File: src/rtl/six_axis_dual_tone_motion_generator_macros.svh
// Assertion macros shared by the motion generator RTL.
// No dependencies; included by the files that carry assertions.
`ifndef SIX_AXIS_DUAL_TONE_MOTION_GENERATOR_MACROS_SVH
`define SIX_AXIS_DUAL_TONE_MOTION_GENERATOR_MACROS_SVH

// antecedent in this cycle implies consequent in this cycle
`define SADTMG_ASSERT_NOW(label, clk, rstn, ante, cons, msg) \
    label: assert property (@(posedge clk) disable iff (!rstn) (ante) |-> (cons)) \
        else $error(msg);

// antecedent in this cycle implies consequent in the next cycle
`define SADTMG_ASSERT_NEXT(label, clk, rstn, ante, cons, msg) \
    label: assert property (@(posedge clk) disable iff (!rstn) (ante) |=> (cons)) \
        else $error(msg);

`endif

File: src/rtl/sadtmg_pkg.sv
// Package for the six-axis motion generator: widths, register indexes,
// phase offsets and the sine table builder. No dependencies.
`default_nettype none
package sadtmg_pkg;

    localparam int PHASE_BITS     = 32;
    localparam int SINE_ADDR_BITS = 10;
    localparam int OUT_BITS       = 16;
    localparam int IDX_BITS       = 32;
    localparam int AMP_BITS       = 16;
    localparam int GAIN_BITS      = 16;
    localparam int SINE_W         = 16;
    localparam int MAG_W          = 15;
    localparam int QUARTER        = 1 << (SINE_ADDR_BITS - 2);
    localparam int RR_W           = SINE_ADDR_BITS - 1;
    localparam int NUM_OFFS       = 4;
    localparam int CFG_IDX_W      = 3;
    localparam int CFG_DATA_W     = 48;

    localparam logic [63:0] HALF_PI_Q30 = 64'd1686629713;

    // register indexes
    localparam logic [CFG_IDX_W-1:0] REG_PRI_STEP   = 3'd0;
    localparam logic [CFG_IDX_W-1:0] REG_SWELL_STEP = 3'd1;
    localparam logic [CFG_IDX_W-1:0] REG_SWELL_GAIN = 3'd2;
    localparam logic [CFG_IDX_W-1:0] REG_HEAVE_OFF  = 3'd3;
    localparam logic [CFG_IDX_W-1:0] REG_TRANS_AMP  = 3'd4;
    localparam logic [CFG_IDX_W-1:0] REG_ROT_AMP    = 3'd5;

    // axis phase offsets: none, quarter, eighth, three eighths of a turn
    localparam logic [PHASE_BITS-1:0] OFF_Q = PHASE_BITS'(1) << (PHASE_BITS - 2);
    localparam logic [PHASE_BITS-1:0] OFF_E = PHASE_BITS'(1) << (PHASE_BITS - 3);

    // sine offset slots
    localparam int SLOT_0  = 0;
    localparam int SLOT_Q  = 1;
    localparam int SLOT_E  = 2;
    localparam int SLOT_3E = 3;

    // quarter-wave magnitude by Taylor series, evaluated at elaboration
    function automatic logic [MAG_W-1:0] sine_calc(input int unsigned r);
        logic [63:0] x;
        logic [63:0] x2;
        logic [63:0] term;
        logic signed [63:0] sum;
        logic [63:0] val;
        x    = (64'(r) * HALF_PI_Q30) >> (SINE_ADDR_BITS - 2);
        x2   = (x * x) >> 30;
        term = x;
        sum  = $signed(x);
        for (int k = 1; k <= 6; k++) begin
            term = (term * x2) >> 30;
            unique case (k)
                1: term = term / 64'd6;
                2: term = term / 64'd20;
                3: term = term / 64'd42;
                4: term = term / 64'd72;
                5: term = term / 64'd110;
                default: term = term / 64'd156;
            endcase
            if (k % 2 == 1) begin
                sum = sum - $signed(term);
            end else begin
                sum = sum + $signed(term);
            end
        end
        if (sum < 0) begin
            sum = 0;
        end
        val = ($unsigned(sum) + 64'd16384) >> 15;
        if (val > 64'd32767) begin
            val = 64'd32767;
        end
        return val[MAG_W-1:0];
    endfunction

endpackage
`default_nettype wire

File: src/rtl/sadtmg_phase.sv
// Phase stage: sample index times both phase steps, wrapping.
// Uses sadtmg_pkg.
`default_nettype none
module sadtmg_phase
    import sadtmg_pkg::*;
(
    input  wire logic                  i_clk,
    input  wire logic                  i_en,
    input  wire logic [IDX_BITS-1:0]   i_index,
    input  wire logic [31:0]           i_pri_step,
    input  wire logic [31:0]           i_swell_step,
    output logic      [PHASE_BITS-1:0] o_pri_phase,
    output logic      [PHASE_BITS-1:0] o_swell_phase
);
    logic [63:0] n_pri;
    logic [63:0] n_swell;
    logic [PHASE_BITS-1:0] r_pri;
    logic [PHASE_BITS-1:0] r_swell;

    assign n_pri   = 64'(i_index) * 64'(i_pri_step);
    assign n_swell = 64'(i_index) * 64'(i_swell_step);

    always_ff @(posedge i_clk) begin
        if (i_en) begin
            r_pri   <= n_pri[PHASE_BITS-1:0];
            r_swell <= n_swell[PHASE_BITS-1:0];
        end
    end

    assign o_pri_phase   = r_pri;
    assign o_swell_phase = r_swell;
endmodule
`default_nettype wire

File: config.mk
export PLATFORM = sky130hd
export DESIGN_NAME = sadtmg_phase
export DESIGN_NICKNAME = d
export VERILOG_FILES = /design/src/rtl/six_axis_dual_tone_motion_generator_macros.svh /design/src/rtl/sadtmg_pkg.sv /design/src/rtl/sadtmg_phase.sv
export SDC_FILE = /design/constraint.sdc
export NUM_CORES = 2
export LEC_CHECK = 0
export ABC_AREA = 1
export BUFFER_PORTS_ARGS = -buffer_cell sky130_fd_sc_hd__clkbuf_2
export CORE_MARGIN = 3
export CORE_UTILIZATION = 65
export DETAILED_ROUTE_END_ITERATION = 6
export HOLD_SLACK_MARGIN = 0.1
export PLACE_DENSITY_LB_ADDON = 0.12
export SYNTH_ARGS = -nofsm -noshare
export SYNTH_HDL_FRONTEND = slang
export SYNTH_SLANG_ARGS = --single-unit
File: constraint.sdc
create_clock -name i_clk -period 9.9 [get_ports i_clk]
set_clock_uncertainty 0.15 [all_clocks]
set_input_delay 1.485 -clock i_clk [delete_from_list [all_inputs] [get_ports i_clk]]
set_output_delay 1.485 -clock i_clk [all_outputs]
set_load 0.03 [all_outputs]
==> impl_metrics.json <==
{
  "hold_viol_final": 0,
  "drtPass1Iterations": 6,
  "fill_cells": 4427,
  "status": "completed",
  "cts.clk_slew.worst_paths_ns": 0.09,
  "finalCritPeriodShare_pct": 87.1,
  "worst-setup-path-type": "primary input to flop",
  "wirelength_mm": 88.8,
  "yosys_register_bits": 64,
  "die_w_um": 238,
  "grt_first_pass_wirelength_mm": 148,
  "hold_depth": 1,
  "hold_buffers": 0,
  "multi_input_area_um2": 26800,
  "synth.avg_cell_area_um2": 7.83,
  "syn_inst": 4466,
  "start_util_pct": 66.1,
  "relSlewSlack_pct": 26.2,
  "crit_top_cell": "nand2_1",
  "required_ns": 9.92,
  "final_cell_mix": "inv_1 (1424), nand2_1 (1345), fa_1 (816)",
  "antenna_found_initial": 4,
  "max_freq_ghz": 0.116,
  "drc": 0,
  "cts_tree": "done",
  "antenna_left": 0,
  "num_rows": 84,
  "viasPerCell": 5.29,
  "clock_sinks": 64,
  "worst_path_largest_cell_delay_ns": 0.81,
  "routabilityCongestion": 0.903,
  "critPathCapture": "o_pri_phase[29]",
  "io_pins": 162,
  "cp_max_fo": 39,
  "regArea_um2": 1920,
  "cts-root-buf": "clkbuf_16",
  "setup_tns_ns": 0,
  "cts_resized": 0,
  "vias": 27252,
  "final_common_cell": "inv_1",
  "dp_hpwl_mm": 70.4,
  "rsz0062_at_grt": "false",
  "wire_per_inst_um": 17.2,
  "synth_fp_nets": 5626,
  "final_util_pct": 68.7,
  "die_h_um": 238,
  "critPathCaptureType": "flop",
  "worst_slew_pin_slew_ns": 1.11,
  "grt_use_total_pct": 33.5,
  "core_um2": 52900,
  "critPathLaunchType": "primary input",
  "cpMaxStageDelayCell": "clkbuf_2",
  "h-tree-depth": 3,
  "grt_start_max_net_pins": 65,
  "postCtsSetupRepairBufs": 0,
  "hp-class": "primary input to flop",
  "synthFlopType": "edfxtp_1",
  "clk_path_buf_depth": 2,
  "drive_gt1_share_pct": 4.91,
  "yosysSeqAreaShare_pct": 5.50,
  "grt_overflow": 0,
  "cts_buffers": 9,
  "die_area_um2": 56600,
  "ys_warn_count": 0,
  "synth_cell_type_count": 39,
  "setup_viol": 0,
  "synthArstFlopShare_pct": 0,
  "area_growth_pct": 3.86,
  "grt_pass1_vias": 28714,
  "port_buffers": 161,
  "maxCapViolations": 0,
  "slew_viol_final": 0,
  "synth-edff-count": 64,
  "syn_area_um2": 34900,
  "drt_iter0_markers": 1917,
  "startpoint": "i_index[13]",
  "period_needed_ns": 8.62,
  "critical_path_arrival_ns": 8.64,
  "fin_nets": 5613
}
## synthesized netlist by cell type, drive strengths merged (5+ instances only)
master	n	area, µm²
clkbuf	129	487
edfxtp	64	1920
nand2	1345	5050
fa	816	16300
xnor2	42	383
o21bai	5	45.0
xor2	68	596
nand3b	17	128
nand4	14	87.6
a21oi	63	327
nor2	30	113
o21ai	31	159
nand3	63	315
buf	85	400
inv	1425	5350
ha	246	3080
## cells by family (layout without fill, tap and decap cells)
logic type | count (synthesis) | after routing | synth area share [%]
buffers and inverters | 1639 | 1631 | 17.8
AND/OR/NAND/NOR | 1476 | 1476 | 16.4
adder cells (fa/ha/maj) | 1062 | 1062 | 55.6
AO/OA/AOI/OAI | 115 | 115 | 1.90
XOR/XNOR | 110 | 110 | 2.80
flip-flops | 64 | 64 | 5.50
other | 0 | 5 | 0
## sequential cells by signal, indices dropped and copies added (netlist names)
register       count
o_pri_phase       32
o_swell_phase     32
## worst max-delay path: cells and delay by family
family | cells | cell delay, ns
buffers and inverters | 7 | 1.20
adder cells (fa/ha/maj) | 9 | 4.32
AND/OR/NAND/NOR | 12 | 1.56
XOR/XNOR | 1 | 0.06
## final cells by class
cell class              instances  share of cell area [%]
diodes                          5                  0.0345
clock buffers                   9                   0.621
clock inverters                 7                   0.131
inverters                    1425                    14.7
multi-input cells            2763                    73.8
flip-flops and latches         64                    5.30
well taps                     688                    2.37
repair buffers                190                    3.00
## through the flow
step	hold slack [ns]	setup slack [ns]	area [µm²]	instances
detailed placement	1.82	0.923	36000	5130
global placement	1.82	0.948	36000	5130
finish	1.64	1.28	36300	5151
global route	1.67	0.911	36300	5150
CTS	1.63	1.35	36300	5146
floorplan	1.45	1.94	34900	4466
## how the worst min path moves through the flow
stage | endpoint | slack [ns] | from
after floorplan | o_pri_phase[0] | 1.45 | i_en
after global placement | o_swell_phase[3] | 1.82 | o_swell_phase[3]
after detailed placement | o_swell_phase[15] | 1.82 | o_swell_phase[15]
after CTS | o_swell_phase[27] | 1.63 | i_en
after global routing | o_pri_phase[0] | 1.67 | i_en
final | o_swell_phase[27] | 1.64 | i_en
## per-layer routing
layer  wire length (µm)  GRT usage [%]  part of all wire (%)
met5                  0              0                     0
met4               3100           11.0                   3.5
met3               7190           4.38                   8.1
met2              44100           56.7                    50
met1              34400           45.4                    39
Power is not shown: default switching activity piles up to over one toggle a cycle in this logic, so the estimate is an artifact.
